==> src/sv/frd_pkg.sv <==
// ----------------------------------------------------------------------------
// Fraction reducer package
// Sequencer state type and fixed field constants.
// ----------------------------------------------------------------------------
package frd_pkg;

    // result fields carry at most this many significant bits
    localparam int FIELD_W = 16;

    typedef enum logic [2:0] {
        ST_IDLE,
        ST_STRIP,
        ST_GCD,
        ST_DIVN_GO,
        ST_DIVN_RUN,
        ST_DIVD_GO,
        ST_DIVD_RUN,
        ST_DONE
    } frd_state_t;

endpackage

==> src/sv/frd_divider.sv <==
// ----------------------------------------------------------------------------
// Fraction reducer serial divider
// Restoring shift-subtract divider, one quotient bit per cycle.
// ----------------------------------------------------------------------------
module frd_divider #(
    parameter int WIDTH = 16
) (
    input  logic             aclk,
    input  logic             aresetn,
    input  logic             start,
    input  logic [WIDTH-1:0] dividend,
    input  logic [WIDTH-1:0] divisor,
    output logic             done,
    output logic [WIDTH-1:0] quotient
);

    localparam int CW = $clog2(WIDTH);

    logic             busy_reg, busy_next;
    logic             done_reg, done_next;
    logic [CW-1:0]    cnt_reg, cnt_next;
    logic [WIDTH-1:0] rem_reg, rem_next;
    logic [WIDTH-1:0] quo_reg, quo_next;
    logic [WIDTH-1:0] div_reg, div_next;
    logic [WIDTH:0]   rem_shift;
    logic [WIDTH:0]   diff;

    assign rem_shift = {rem_reg, quo_reg[WIDTH-1]};
    assign diff      = rem_shift - {1'b0, div_reg};

    always_comb begin
        busy_next = busy_reg;
        done_next = 1'b0;
        cnt_next  = cnt_reg;
        rem_next  = rem_reg;
        quo_next  = quo_reg;
        div_next  = div_reg;
        if (start) begin
            busy_next = 1'b1;
            cnt_next  = '0;
            rem_next  = '0;
            quo_next  = dividend;
            div_next  = divisor;
        end else if (busy_reg) begin
            if (!diff[WIDTH]) begin
                rem_next = diff[WIDTH-1:0];
                quo_next = {quo_reg[WIDTH-2:0], 1'b1};
            end else begin
                rem_next = rem_shift[WIDTH-1:0];
                quo_next = {quo_reg[WIDTH-2:0], 1'b0};
            end
            cnt_next = cnt_reg + 1'b1;
            if (cnt_reg == CW'(WIDTH - 1)) begin
                busy_next = 1'b0;
                done_next = 1'b1;
            end
        end
    end

    always_ff @(posedge aclk) begin
        if (!aresetn) begin
            busy_reg <= 1'b0;
            done_reg <= 1'b0;
            cnt_reg  <= '0;
        end else begin
            busy_reg <= busy_next;
            done_reg <= done_next;
            cnt_reg  <= cnt_next;
        end
        rem_reg <= rem_next;
        quo_reg <= quo_next;
        div_reg <= div_next;
    end

    assign done     = done_reg;
    assign quotient = quo_reg;

endmodule

==> src/sv/fraction_reducer.sv <==
// ----------------------------------------------------------------------------
// Fraction reducer
// Reduces an unsigned fraction to lowest terms and reports the divisor.
// ----------------------------------------------------------------------------
// One fraction is in flight at a time; s_ready is high only while the
// sequencer is idle, and a finished result waits in the output register so
// the next fraction can be taken before it is collected. The gcd is found
// by the binary (Stein) method on one shared compare/subtract/shift step:
// shared powers of two are stripped first, then each step halves or
// subtract-halves one operand. The two quotients then come from one serial
// divider, numerator first. A zero denominator skips the gcd and division
// and goes straight to the output stage with all fields zero.
// ----------------------------------------------------------------------------
module fraction_reducer #(
    parameter int WIDTH = 16
) (
    input  logic             aclk,
    input  logic             aresetn,
    input  logic             s_valid,
    output logic             s_ready,
    input  logic [WIDTH-1:0] s_numerator,
    input  logic [WIDTH-1:0] s_denominator,
    output logic             m_valid,
    input  logic             m_ready,
    output logic [WIDTH-1:0] m_reduced_numerator,
    output logic [WIDTH-1:0] m_reduced_denominator,
    output logic [WIDTH-1:0] m_common_divisor,
    output logic             m_zero_denominator
);

    import frd_pkg::*;

    localparam int KW = $clog2(WIDTH);
    localparam logic [WIDTH-1:0] OUT_MASK = ~({WIDTH{1'b1}} << FIELD_W);

    frd_state_t       state_reg, state_next;
    logic [WIDTH-1:0] num_reg, num_next;
    logic [WIDTH-1:0] den_reg, den_next;
    logic [WIDTH-1:0] a_reg, a_next;
    logic [WIDTH-1:0] b_reg, b_next;
    logic [KW-1:0]    k_reg, k_next;
    logic [WIDTH-1:0] g_reg, g_next;
    logic [WIDTH-1:0] qn_reg, qn_next;
    logic [WIDTH-1:0] qd_reg, qd_next;
    logic             zero_reg, zero_next;
    logic             m_valid_reg;
    logic [WIDTH-1:0] rn_reg, rd_reg, cd_reg;
    logic             zd_reg;

    logic             ge;
    logic [WIDTH-1:0] diff;
    logic             div_start;
    logic [WIDTH-1:0] div_dividend;
    logic             div_done;
    logic [WIDTH-1:0] div_quotient;
    logic             out_free;
    logic             load_out;

    assign ge       = (a_reg >= b_reg);
    assign diff     = ge ? (a_reg - b_reg) : (b_reg - a_reg);
    assign out_free = !m_valid_reg || m_ready;
    assign s_ready  = (state_reg == ST_IDLE);

    always_comb begin
        state_next   = state_reg;
        num_next     = num_reg;
        den_next     = den_reg;
        a_next       = a_reg;
        b_next       = b_reg;
        k_next       = k_reg;
        g_next       = g_reg;
        qn_next      = qn_reg;
        qd_next      = qd_reg;
        zero_next    = zero_reg;
        div_start    = 1'b0;
        div_dividend = num_reg;
        load_out     = 1'b0;
        unique case (state_reg)
            ST_IDLE: begin
                if (s_valid) begin
                    num_next  = s_numerator;
                    den_next  = s_denominator;
                    a_next    = s_numerator;
                    b_next    = s_denominator;
                    k_next    = '0;
                    zero_next = (s_denominator == '0);
                    if (s_denominator == '0) begin
                        g_next     = '0;
                        qn_next    = '0;
                        qd_next    = '0;
                        state_next = ST_DONE;
                    end else begin
                        state_next = ST_STRIP;
                    end
                end
            end
            ST_STRIP: begin
                if (a_reg != '0 && !a_reg[0] && !b_reg[0]) begin
                    a_next = a_reg >> 1;
                    b_next = b_reg >> 1;
                    k_next = k_reg + 1'b1;
                end else begin
                    state_next = ST_GCD;
                end
            end
            ST_GCD: begin
                if (a_reg == '0 || b_reg == '0) begin
                    g_next     = (a_reg | b_reg) << k_reg;
                    state_next = ST_DIVN_GO;
                end else if (!a_reg[0]) begin
                    a_next = a_reg >> 1;
                end else if (!b_reg[0]) begin
                    b_next = b_reg >> 1;
                end else if (ge) begin
                    a_next = diff >> 1;
                end else begin
                    b_next = diff >> 1;
                end
            end
            ST_DIVN_GO: begin
                div_start    = 1'b1;
                div_dividend = num_reg;
                state_next   = ST_DIVN_RUN;
            end
            ST_DIVN_RUN: begin
                if (div_done) begin
                    qn_next    = div_quotient;
                    state_next = ST_DIVD_GO;
                end
            end
            ST_DIVD_GO: begin
                div_start    = 1'b1;
                div_dividend = den_reg;
                state_next   = ST_DIVD_RUN;
            end
            ST_DIVD_RUN: begin
                if (div_done) begin
                    qd_next    = div_quotient;
                    state_next = ST_DONE;
                end
            end
            ST_DONE: begin
                if (out_free) begin
                    load_out   = 1'b1;
                    state_next = ST_IDLE;
                end
            end
            default: state_next = ST_IDLE;
        endcase
    end

    always_ff @(posedge aclk) begin
        if (!aresetn) begin
            state_reg <= ST_IDLE;
        end else begin
            state_reg <= state_next;
        end
    end

    always_ff @(posedge aclk) begin
        num_reg  <= num_next;
        den_reg  <= den_next;
        a_reg    <= a_next;
        b_reg    <= b_next;
        k_reg    <= k_next;
        g_reg    <= g_next;
        qn_reg   <= qn_next;
        qd_reg   <= qd_next;
        zero_reg <= zero_next;
    end

    always_ff @(posedge aclk) begin
        if (!aresetn) begin
            m_valid_reg <= 1'b0;
        end else if (load_out) begin
            m_valid_reg <= 1'b1;
        end else if (m_ready) begin
            m_valid_reg <= 1'b0;
        end
    end

    always_ff @(posedge aclk) begin
        if (load_out) begin
            rn_reg <= qn_reg & OUT_MASK;
            rd_reg <= qd_reg & OUT_MASK;
            cd_reg <= g_reg & OUT_MASK;
            zd_reg <= zero_reg;
        end
    end

    frd_divider #(
        .WIDTH(WIDTH)
    ) u_divider (
        .aclk     (aclk),
        .aresetn  (aresetn),
        .start    (div_start),
        .dividend (div_dividend),
        .divisor  (g_reg),
        .done     (div_done),
        .quotient (div_quotient)
    );

    assign m_valid               = m_valid_reg;
    assign m_reduced_numerator   = rn_reg;
    assign m_reduced_denominator = rd_reg;
    assign m_common_divisor      = cd_reg;
    assign m_zero_denominator    = zd_reg;

endmodule

==> config.mk <==
export PLATFORM = sky130hd
export DESIGN_NAME = fraction_reducer
export DESIGN_NICKNAME = d
export VERILOG_FILES = /design/src/sv/frd_pkg.sv /design/src/sv/frd_divider.sv /design/src/sv/fraction_reducer.sv
export SDC_FILE = /design/constraint.sdc
export NUM_CORES = 1
export LEC_CHECK = 0
export BUFFER_PORTS_ARGS = -buffer_cell sky130_fd_sc_hd__buf_2
export CAP_MARGIN = 20
export CORE_MARGIN = 5
export CORE_UTILIZATION = 30
export DETAILED_ROUTE_END_ITERATION = 12
export HOLD_SLACK_MARGIN = 0.12
export PLACE_DENSITY = 0.43
export RECOVER_POWER = 25
export SLEW_MARGIN = 15
export SYNTH_ARGS = -nofsm -noshare
export SYNTH_HDL_FRONTEND = slang
export SYNTH_SLANG_ARGS = --single-unit
==> constraint.sdc <==
create_clock -name aclk -period 4.1 [get_ports aclk]
set_input_delay 0.82 -clock aclk [delete_from_list [all_inputs] [get_ports aclk]]
set_output_delay 0.82 -clock aclk [all_outputs]
set_load 0.05 [all_outputs]
Word level (Yosys, flattened, before mapping)
Cells that the tools add are included.
- shift operators: 1
- bitwise logic cells: 3
- reductions and logical operators: 32
- magnitude comparators: 1
- equality and inequality tests: 21
- muxes and demuxes: 47
- $add $sub $neg: 5
- operator list (operator ; count):
    $mux 16 ; 21
    $pmux 16 s2 ; 3
    $pmux 16 s3 ; 2
    $logic_not 16->1 ; 3
    $sub 16x16->16 ; 2
    $pmux 3 s8 ; 1
    $mux 3 ; 7
    $reduce_and 6->1 ; 3
    $sub 17x16->17 ; 1
    $ge 16x16->1 ; 1
    $or 16x16->16 ; 1
    $reduce_and 4->1 ; 4
    $reduce_bool 16->1 ; 1
    $shl 16x4->16 ; 1
    $ne 2x2->1 const B ; 7
    $eq 3x3->1 const B ; 4
    $reduce_bool 2->1 ; 6
    $mux 1 ; 10
    $ne 3x3->1 const B ; 3
    $add 4x1->4 const B ; 2
    $mux 4 ; 2
    $pmux 4 s2 ; 1
    $eq 3x2->1 const B ; 2
    $ne 2x1->1 const B ; 3
    other kinds (13) ; 19
- word-level logic and storage cells: 133
- register bits: 224
- output and inout port bits: 51

Logic depth before layout (Yosys ltp)
Gate-level depths: netlist of the first run.
- depth in word-level cells: 7
- gate-level depth with buffers: 14
- gate-level depth less buffers: 12

Cells and area by module
Synthesis of the first run repeated with hierarchy kept, for this count alone.
- cells, all modules: 983
- area, all modules: 12005.3 µm²
- modules (own cells, without submodules) (module ; cells each ; seq. area each (µm²) ; area an instance (µm²) ; times used):
    fraction_reducer ; 702 ; 5064.9 ; 9014.9 ; 1
    frd_divider ; 281 ; 1401.3 ; 2990.4 ; 1

Least setup slack after synthesis of the first run
Ideal clock, no wire load.
- path kind: register to register
- from: register state_reg[2]
- to: register g_reg[0], enable pin
- library setup time: 0.411 ns
- required time: 3.689 ns
- stages on the path, launching flop included: 6
- path buffers: 1
- period minus slack after synthesis: 3.798 ns
- path slack: 0.302 ns
- arrival time: 3.386 ns
- cells stage by stage: dfxtp_1 > clkbuf_1 > nor3_1 > and2_1 > nand2_1 > o21ai_0
- longest elaborated chain between the ends: 3
- elaborated cells on any way between the ends: 7
- RTL lines (element ; line ; RTL):
    from (decl) ; fraction_reducer.sv:36 ; frd_state_t state_reg, state_next;
    from (signal assigned) ; fraction_reducer.sv:156 ; state_reg <= state_next;
    $logic_not 3->1 * ; -- ;
    net s_ready ; fraction_reducer.sv:20 ; output logic s_ready,
    $ne 2x1->1 (no line), or another cell as far along ; -- ;
    $reduce_and 4->1 (no line) * ; -- ;
    to (signal assigned) ; fraction_reducer.sv:166 ; g_reg <= g_next;
    to (decl) ; fraction_reducer.sv:42 ; logic [WIDTH-1:0] g_reg, g_next;
Mark *: on every way through the listed nets, which the timed path passes. The rest lies on a longest branch.
A chain may end at the register's enable or synchronous reset.

Worst setup path after layout of the first run
- from: register a_reg[0]
- to: register a_reg[1], data pin
- longest elaborated chain between the ends: 7
- elaborated cells on any way between the ends: 9
- RTL lines (element ; line ; RTL):
    from (decl) ; fraction_reducer.sv:39 ; logic [WIDTH-1:0] a_reg, a_next;
    from (signal assigned) ; fraction_reducer.sv:163 ; a_reg <= a_next;
    $sub 16x16->16 or $ge 16x16->1 (tied branches) ; fraction_reducer.sv:60, fraction_reducer.sv:59 ;
    $mux 16 ; fraction_reducer.sv:60 ; assign diff = ge ? (a_reg - b_reg) : (b_reg - a_reg);
    $mux 16 ; fraction_reducer.sv:114 ; end else if (ge) begin
    $mux 16 ; fraction_reducer.sv:112 ; end else if (!b_reg[0]) begin
    $mux 16 * ; fraction_reducer.sv:110 ; end else if (!a_reg[0]) begin
    $mux 16 * ; fraction_reducer.sv:107 ; if (a_reg == '0 || b_reg == '0) begin
    $pmux 16 s3 * ; fraction_reducer.sv:78 ; unique case (state_reg)
    net a_next[1] ; fraction_reducer.sv:39 ;
Mark *: on every way through the listed nets, which the timed path passes. The rest lies on a longest branch. The select of a mux whose other input is x is not followed.

==> results of run 1 <==
## where the power goes
group | internal [W] | switching, W | leakage, nW
clock | 0.00145 | 0.000887 | 0.415
combinational | 0.00204 | 0.00295 | 2.73
sequential | 0.00303 | 0.000548 | 2.05
## worst min-delay path by stage
stage	start	endpoint	slack [ns]	cells past startpoint
finish	qd_reg[2]	m_reduced_denominator[2]	0.42	0
detailed placement	qd_reg[2]	m_reduced_denominator[2]	0.40	0
global placement	qd_reg[13]	m_reduced_denominator[13]	0.40	0
CTS	qn_reg[15]	m_reduced_numerator[15]	0.42	0
floorplan	qd_reg[0]	m_reduced_denominator[0]	0.40	0
global route	qn_reg[15]	m_reduced_numerator[15]	0.44	0
## kinds of logic (layout without fill, tap and decap cells)
logic type / count (synthesis) / in the layout
buf+inv: 113 / 216
xor+xnor: 43 / 43
fa+ha+maj: 69 / 69
simple gates: 239 / 239
mux: 49 / 49
compound gates: 249 / 249
flops: 224 / 224
## final cells by class
type	instances	area share (%)
Timing Repair Buffer	103	3.865
Tap cell	518	4.824
Clock inverter	18	1.900
Clock buffer	25	4.498
Sequential cell	224	48.13
Multi-Input combinational cell	649	34.82
Inverter	70	1.956
## through the flow
step | cell area [sq um] | hold slack (ns) | std cells
final | 13430 | 0.4175 | 1607
after global routing | 13430 | 0.4351 | 1607
after CTS | 13490 | 0.4192 | 1607
after detailed placement | 12630 | 0.4045 | 1564
after global placement | 12630 | 0.4039 | 1564
after floorplan | 11590 | 0.4003 | 986
## synthesized netlist by cell type, types with 20 or more instances
library cell and n:
mux2i_1 35, inv_1 70, ha_1 66, o21ai_0 65
a21oi_1 63, a22oi_1 29, clkbuf_1 31, nand2_1 45
edfxtp_1 198, and2_1 20, xnor2_1 36, nor2_1 75
dfxtp_1 26
## routing by layer
metal	share of wire, %	up-vias
li1	-	3807
met1	48	3617
met2	46	136
met3	3.7	29
met4	2.3	0
met5	0	-
## critical path, delay by kind of cell, from the launching register on
kind / cells / cell delay (ns)
fa+ha+maj: 2 / 0.67
simple gates: 1 / 0.64
buf+inv: 1 / 0.17
compound gates: 8 / 1.32
flops: 1 / 0.56
==> flow_metrics.py, run 1 <==
metrics = {
    "synth": {
        "yosysUniqueCellTypes": 64,
        "ys_ff_latch": 224,
        "synth_top_family_by_area": "compound AO/OA/AOI/OAI gates",
        "ys.flop_type": "edfxtp_1",
        "yosys.area.top_type_share_pct": 51.30,
        "synth_fa_ha_area_share_pct": 7.643,
        "synth.largest_area_cell": "edfxtp_1",
        "synth_async_sr_flop_share_pct": 0,
        "synthXorXnorAreaFrac_pct": 3.249,
        "syn_area_sq_um": 11590,
        "synth_fp_nets": 1091,
        "synth_mux_area_share_pct": 5.355,
        "netlist_instances": 986,
        "ys_top_cells_by_area": "edfxtp_1 (51%), ha_1 (7.1%), dfxtp_1 (4.5%)",
        "synth-compound-area-share_pct": 13.87,
        "ys_seq_area_share_pct": 55.79,
        "yosys.area_share.simple_pct": 10.18,
        "syn_avg_cell_area_sq_um": 11.75,
        "synth_enable_flop_cells": 198,
        "yosys_warnings": 0,
    },
    "global_routing": {
        "antenna_found_initial": 0,
        "grt-ovfl-total": 0,
        "grt_max_degree": 50,
        "grt_pass1_wl_um": 45390,
        "grtUsageTotal_pct": 13.54,
        "use_met1_pct": 19.63,
        "use_met2_pct": 21.61,
        "grt_pass1_vias": 7639,
        "use_met3_pct": 1.500,
        "top_usage_layer": "met2",
    },
    "pwr": {
        "finalPower_w": 0.01091,
        "leakagePower_nw": 5.200,
        "power-per-cell-area_nw_per_um2": 811.8,
        "ir_worst_vdd_v": 0.0003143,
    },
    "worst_setup_path": {
        "ff2ff_setup_slack_ns": 0.61,
        "r2r_end": "a_reg[1]",
        "crit_arrival_ns": 3.86,
        "critical_path_class": "reg -> reg",
        "path_cells": "inv_1 -> ha_1 -> fa_1 -> o21bai_1 -> a21oi_1 -> o21a_1 -> o2bb2ai_2 -> o41ai_2 -> a211oi_1 -> o21ba_2 -> or4_4 -> o21ai_0",
        "cp-endpoint": "a_reg[1]",
        "cp_slowest_stage_delay_ns": 0.64,
        "start_kind": "flip-flop",
        "worstPathRequired_ns": 4.47,
        "crit_fanout": 14,
        "rr_worst_depth": 12,
        "crit_slowest_cell": "or4_4",
        "endpoint_kind": "flip-flop",
        "critPathLaunch": "a_reg[0]",
        "rr_startpoint": "a_reg[0]",
    },
    "detailed_routing": {
        "postRouteWirelength_um": 29100,
        "first_iter_violations": 490,
        "detail_route.first_pass.iterations": 5,
        "antenna_left": 0,
        "wl_per_cell_um": 18.11,
        "vias": 7589,
        "drc": 0,
        "vias_per_cell": 4.722,
    },
    "clock_tree": {
        "cts_tree": "built",
        "cts_resized": 0,
        "cts-buffers-inserted": 24,
        "holdBufCountCts": 0,
        "post_cts_buffers": 0,
        "clk_latency_ns": 0.52,
        "cts_sinks": 224,
        "root_buffer": "clkbuf_16",
        "cts.path.max_buffers": 3,
        "path_clk_slew_ns": 0.06,
        "htree_levels": 1,
    },
    "cells_and_area": {
        "final_common_cell": "edfxtp_1",
        "fin_nets": 1177,
        "layout_common_cells": "edfxtp_1 (198), nor2_1 (75), inv_1 (70)",
        "syn2layout_area_growth_pct": 15.91,
        "drive_gt1_share_pct": 12.67,
        "multi_input_area_sq_um": 4678,
        "n_fill_cell": 3821,
        "seqCellArea_sq_um": 6466,
        "post-route-util_pct": 34.92,
        "num_antenna_cells": 0,
    },
    "run": {
        "maxCapViolations": 0,
    },
    "sta": {
        "tns_ns": 0,
        "worst_pin_slew_ns": 1.152,
        "finalCritPeriodShare_pct": 85.12,
        "finalMaxSlewViolations": 0,
        "finalHoldViolations": 0,
        "rsz0062_at_grt": "false",
        "timing.final.ws_setup_ns": 0.6100,
        "fin_skew_ns": 0.01897,
        "fin_crit_ns": 3.490,
        "fmax_mhz": 286.5,
        "slew_headroom_pct": 23.22,
        "finalSetupViolCount": 0,
    },
    "status": {
        "outcome": "complete, no violations",
    },
    "floorplanning": {
        "fp.dieW_um": 206.6,
        "die_y_um": 206.6,
        "num_io_pins": 87,
        "die_area_sq_um": 42660,
        "row_count": 72,
        "initial_utilization_pct": 30.13,
        "coreArea_sq_um": 38470,
    },
    "placement": {
        "gp_congestion": 0.8206,
        "io_buffers": 86,
        "dpl.hpwl_um": 22220,
        "preCtsSetupSlack_ns": 0.5993,
    },
    "worst_hold_path": {
        "hold_path_class": "reg -> reg",
    },
}
No activity file was read; power rests on OpenSTA's default activity.
==> run 2: changes to the inputs <==
Settings changed: CAP_MARGIN 20 to not set, PLACE_DENSITY 0.43 to 0.44.
Clock period 4.1 ns to 3.04 ns, I/O delays scaled along.
==> run 2 against run 1 <==
Against the previous run: first-iteration DRC count down 13%; clock power up 40%; global-route usage up 0.50 points; register-to-register slack worse by 0.54 ns; routed wire length up 6.1%; largest power group unchanged; sequential power up 29%; largest cell class unchanged; hold slack worse by 0.076 ns; clock skew up 0.0044 ns; highest routed layer unchanged; setup slack worse by 0.54 ns.
==> flow_metrics.py, run 2 (synthesis results as in run 1) <==
metrics = {
    "placement": {
        "io_buffers": 86,
        "gp_congestion": 0.8904,
        "dpl.hpwl_um": 23090,
    },
    "clock_tree": {
        "cts_sinks": 224,
        "cts.path.max_buffers": 3,
        "cts_tree": "built",
        "cts-buffers-inserted": 26,
        "clk_latency_ns": 0.54,
        "htree_levels": 1,
        "holdBufCountCts": 0,
        "root_buffer": "clkbuf_16",
        "path_clk_slew_ns": 0.06,
    },
    "cells_and_area": {
        "drive_gt1_share_pct": 19.12,
        "n_fill_cell": 3841,
        "num_antenna_cells": 0,
        "layout_common_cells": "edfxtp_1 (198), nor2_1 (75), buf_4 (70)",
        "final_common_cell": "edfxtp_1",
        "seqCellArea_sq_um": 6466,
        "syn2layout_area_growth_pct": 21.99,
        "fin_nets": 1242,
        "multi_input_area_sq_um": 4790,
    },
    "global_routing": {
        "grt_pass1_wl_um": 46570,
        "grt_max_degree": 50,
        "grtUsageTotal_pct": 14.04,
        "grt-ovfl-total": 0,
        "antenna_found_initial": 0,
        "top_usage_layer": "met2",
        "use_met3_pct": 2.031,
        "use_met2_pct": 21.68,
        "grt_pass1_vias": 7799,
        "use_met1_pct": 20.32,
    },
    "floorplanning": {
        "fp.dieW_um": 206.6,
        "initial_utilization_pct": 30.13,
        "die_area_sq_um": 42660,
        "coreArea_sq_um": 38470,
        "row_count": 72,
        "num_io_pins": 87,
        "die_y_um": 206.6,
    },
    "worst_setup_path": {
        "crit_fanout": 7,
        "critical_path_class": "reg -> reg",
        "endpoint_kind": "flip-flop",
        "worstPathRequired_ns": 3.30,
        "crit_arrival_ns": 3.22,
        "start_kind": "flip-flop",
    },
    "sta": {
        "tns_ns": 0,
        "slew_headroom_pct": 37.51,
        "finalHoldViolations": 0,
        "finalSetupViolCount": 0,
        "worst_pin_slew_ns": 0.9373,
        "rsz0062_at_grt": "true",
        "fin_crit_ns": 2.966,
        "finalCritPeriodShare_pct": 97.58,
        "fmax_mhz": 337.1,
        "finalMaxSlewViolations": 0,
        "fin_skew_ns": 0.02338,
    },
    "detailed_routing": {
        "first_iter_violations": 428,
        "antenna_left": 0,
        "wl_per_cell_um": 18.44,
        "detail_route.first_pass.iterations": 5,
        "postRouteWirelength_um": 30870,
        "vias": 7953,
        "drc": 0,
        "vias_per_cell": 4.751,
    },
    "pwr": {
        "ir_worst_vdd_v": 0.0004146,
        "power-per-cell-area_nw_per_um2": 1128,
        "finalPower_w": 0.01595,
        "leakagePower_nw": 5.559,
    },
    "worst_hold_path": {
        "hold_path_class": "in -> reg",
    },
    "run": {
        "maxCapViolations": 0,
    },
    "status": {
        "outcome": "complete, no violations",
    },
}
run 2: path summary, 6_finish.rpt:
kind	to	cells after the start	slack [ns]	from
max	a_reg[2]	13	0.07	b_reg[0]
min	num_reg[11]	1	0.34	s_numerator[11]
max reg2reg	a_reg[2]	13	0.07	b_reg[0]
min reg2reg	m_reduced_numerator[12]	0	0.42	qn_reg[12]
run 2: routing by layer:
layer	share of wire [%]	wire, um
met1	47	14490
met2	44	13720
met3	5.2	1598
met4	3.4	1057
met5	0	0
run 2: area by class of cell:
class / count / area share, %
Timing Repair Buffer: 165 / 7.611
Clock inverter: 17 / 1.628
Sequential cell: 224 / 45.73
Inverter: 70 / 1.858
Multi-Input combinational cell: 650 / 33.88
Clock buffer: 30 / 4.708
Tap cell: 518 / 4.584
run 2: power breakdown:
group	switching, W	total (W)	internal (W)
registers	0.000544	0.00462	0.00408
clock network	0.00128	0.00327	0.00200
logic	0.00446	0.00806	0.00360
run 2: through the flow:
step	hold WS (ns)	util, %	setup slack [ns]	instances	instance area [sq um]
floorplan	0.4003	-	0.02841	986	11640
global placement	0.4016	34.18	0.04415	1621	13150
detailed placement	0.4045	34.18	-0.02626	1621	13150
CTS	0.2710	36.51	0.0001115	1668	14040
global route	0.3345	36.76	-0.06293	1674	14140
finish	0.3415	36.76	0.07365	1674	14140
run 2: what timing repair did:
action                     in CTS  in global routing
gates cloned                    0                  2
hold endpoints to repair        0                  0
setup endpoints to repair       2                 75
resized for setup               2                 24
buffers inserted                0                  4
pin swaps                       0                  7
run 2: worst max-delay path: stages, from the launching register on:
cell	delay (ns)
edfxtp_1	0.44
ha_4	0.19
fa_2	0.34
o21bai_1	0.17
a21oi_2	0.09
o21a_1	0.21
o2bb2ai_2	0.14
o41ai_2	0.06
a211oi_2	0.13
o21ba_4	0.23
buf_6	0.12
a21o_1	0.19
a21oi_4	0.19
clkbuf_16	0.19
==> run 3: changes to the inputs <==
==> constraint.sdc (replaced) <==
create_clock -name aclk -period 3.04 [get_ports aclk]
set_input_delay 0.608 -clock aclk [delete_from_list [all_inputs] [get_ports aclk]]
set_output_delay 0.608 -clock aclk [all_outputs]
set_load 0.01 [all_outputs]
==> run 3 against run 2 <==
Against the previous run: the flow now finishes with violations (setup timing); cell count up 0.18%; sequential power is essentially flat; routed wire length shrank 1.0%; total power down 0.95%; global-route usage barely moved; count of clock-buffer cells in the layout shrank 5; sequential share of layout area rose by 0.25 points; final area down 0.55%; utilization is 0.20 points lower; clock skew increased by 0.0038 ns; clock power fell by 9.5%; die area is the same; largest power group unchanged; highest routed layer unchanged.
==> flow_metrics.py, run 3 (synthesis results as in run 1) <==
metrics = {
    "pwr": {
        "switching_share_pct": 40.29,
        "p_sw_w": 0.006367,
        "power-per-cell-area_nw_per_um2": 1124,
        "internal-power_w": 0.009437,
        "comb_power_share_pct": 51.8,
        "ir_worst_vdd_v": 0.0004092,
        "pwr-share-seq_pct": 29.4,
        "leakagePower_nw": 5.562,
        "clkPwrFrac_pct": 18.7,
    },
    "status": {
        "violations": "setup timing",
        "outcome": "finished with violations",
    },
    "clock_tree": {
        "cts-buffers-inserted": 24,
        "cts.path.max_buffers": 3,
        "path_clk_slew_ns": 0.07,
        "cts_sinks": 224,
        "htree_levels": 1,
        "holdBufCountCts": 0,
        "root_buffer": "clkbuf_16",
        "cts_tree": "built",
        "clk_latency_ns": 0.53,
    },
    "sta": {
        "worst_pin_slew_ns": 0.9563,
        "timing.final.ws_setup_ns": -0.02330,
        "fmax_mhz": 326.4,
        "finalSetupViolCount": 13,
        "tns_ns": -0.1740,
        "finalMaxSlewViolations": 0,
        "rsz0062_at_grt": "true",
        "fin_crit_ns": 3.063,
        "hold_ws_ns": 0.3531,
        "slew_headroom_pct": 36.24,
        "fin_skew_ns": 0.02719,
        "finalCritPeriodShare_pct": 100.8,
        "finalHoldViolations": 0,
    },
    "run": {
        "maxCapViolations": 0,
    },
    "global_routing": {
        "grtUsageTotal_pct": 14.07,
        "grt_max_degree": 50,
        "antenna_found_initial": 0,
        "grt_pass1_vias": 7802,
        "grt_pass1_wl_um": 47040,
        "grt-ovfl-total": 0,
    },
    "worst_hold_path": {
        "hold_path_class": "in -> reg",
        "min_path_cells": 1,
    },
    "worst_setup_path": {
        "rr_startpoint": "b_reg[0]",
        "critical_path_class": "reg -> reg",
        "ff2ff_setup_slack_ns": -0.02,
        "worstPathRequired_ns": 3.29,
        "endpoint_kind": "flip-flop",
        "rr_worst_depth": 13,
        "start_kind": "flip-flop",
        "critPathLaunch": "b_reg[0]",
        "crit_arrival_ns": 3.31,
        "crit_fanout": 7,
        "cp-endpoint": "a_reg[8]",
        "r2r_end": "a_reg[8]",
    },
    "placement": {
        "placed_cell_area_sq_um": 13140,
        "gp_congestion": 0.8590,
        "dpl.hpwl_um": 23110,
        "io_buffers": 86,
    },
    "cells_and_area": {
        "seqCellArea_sq_um": 6466,
        "final_area_sq_um": 14060,
        "drive_gt1_share_pct": 19.86,
        "fin_nets": 1245,
        "layout_common_cells": "edfxtp_1 (198), buf_4 (77), nor2_1 (74)",
        "syn2layout_area_growth_pct": 21.32,
        "final_common_cell": "edfxtp_1",
        "n_fill_cell": 3837,
        "multi_input_area_sq_um": 4793,
    },
    "floorplanning": {
        "die_y_um": 206.6,
        "coreArea_sq_um": 38470,
        "die_area_sq_um": 42660,
        "fp.dieW_um": 206.6,
        "num_io_pins": 87,
        "row_count": 72,
        "initial_utilization_pct": 30.13,
    },
    "detailed_routing": {
        "drc": 0,
        "first_iter_violations": 479,
        "postRouteWirelength_um": 30550,
        "wl_per_cell_um": 18.22,
        "antenna_left": 0,
        "detail_route.first_pass.iterations": 5,
        "vias": 8000,
        "vias_per_cell": 4.770,
    },
}
## run 3: cell count changes in the layout (fill, tap and decap cells not counted), moves of 2 or more
cell | previous run | this run
clkinv_2 | 1 | 10
buf_4 | 70 | 77
clkinv_1 | 5 | 1
clkbuf_1 | 37 | 34
clkinvlp_4 | 3 | 0
buf_12 | 6 | 4
bufinv_16 | 5 | 3
clkbuf_16 | 27 | 25
o21ai_0 | 58 | 56
## run 3: final cells by class
class                   count  area share, %
multi-input cells         650          34.09
flip-flops and latches    224          45.99
diodes                      1        0.01780
inverters                  70          1.869
well taps                 518          4.609
clock inverters            19          1.388
repair buffers            170          7.742
clock buffers              25          4.298
## run 3: worst min path at each step
stage | from | slack [ns] | endpoint
5_1_grt | s_numerator[14] | 0.34 | num_reg[14]
3_3_place_gp | qd_reg[5] | 0.41 | m_reduced_denominator[5]
3_5_place_dp | qn_reg[13] | 0.40 | m_reduced_numerator[13]
4_1_cts | s_denominator[12] | 0.28 | den_reg[12]
2_1_floorplan | qd_reg[0] | 0.40 | m_reduced_denominator[0]
6_report | s_numerator[14] | 0.35 | num_reg[14]
## run 3: metal layers
| metal | up-vias | GRT usage, % | part of all wire, % |
|---|---|---|---|
| met1 | 3797 | 20.33 | 47 |
| li1 | 3954 | - | - |
| met3 | 41 | 1.672 | 5.1 |
| met4 | 0 | 3.707 | 2.2 |
| met2 | 208 | 22.52 | 46 |
| met5 | - | 0 | 0 |
## run 3: timing repair
item | in CTS | in global routing
pin swaps | 2 | 11
endpoints found under the setup margin | 33 | 64
gates cloned | 1 | 1
buffers inserted | 1 | 5
resized for setup | 8 | 21
## run 3: power groups by stage
stage / Sequential, W / Clock [W] / Combinational, W
finish: 0.00465 / 0.00296 / 0.00819
global route: 0.00474 / 0.00318 / 0.00896
CTS: 0.00464 / 0.00305 / 0.00788
detailed placement: 0.00469 / 0 / 0.00777
global placement: 0.00471 / 0 / 0.00785
floorplan: 0.00444 / 0 / 0.00533
## run 3: stage by stage
stage | worst slack (ns) | power (W) | instances | util (%)
final | -0.02330 | 0.01580 | 1677 | 36.55
after global routing | -0.1307 | 0.01688 | 1676 | 36.55
after CTS | 0.02362 | 0.01556 | 1670 | 36.32
after detailed placement | -0.05301 | 0.01246 | 1624 | 34.16
after global placement | 0.005468 | 0.01256 | 1624 | 34.16
after floorplan | 0.02841 | 0.009773 | 986 | -
## run 3: critical path, cell delays in order (launching register included)
cell	delay [ns]
edfxtp_1	0.46
ha_4	0.21
fa_2	0.35
o21bai_1	0.17
a21oi_2	0.09
o21a_1	0.19
o2bb2ai_2	0.13
o41ai_2	0.06
a211oi_2	0.14
o21ba_4	0.24
buf_6	0.12
a21o_1	0.20
a21oi_4	0.21
clkbuf_16	0.20
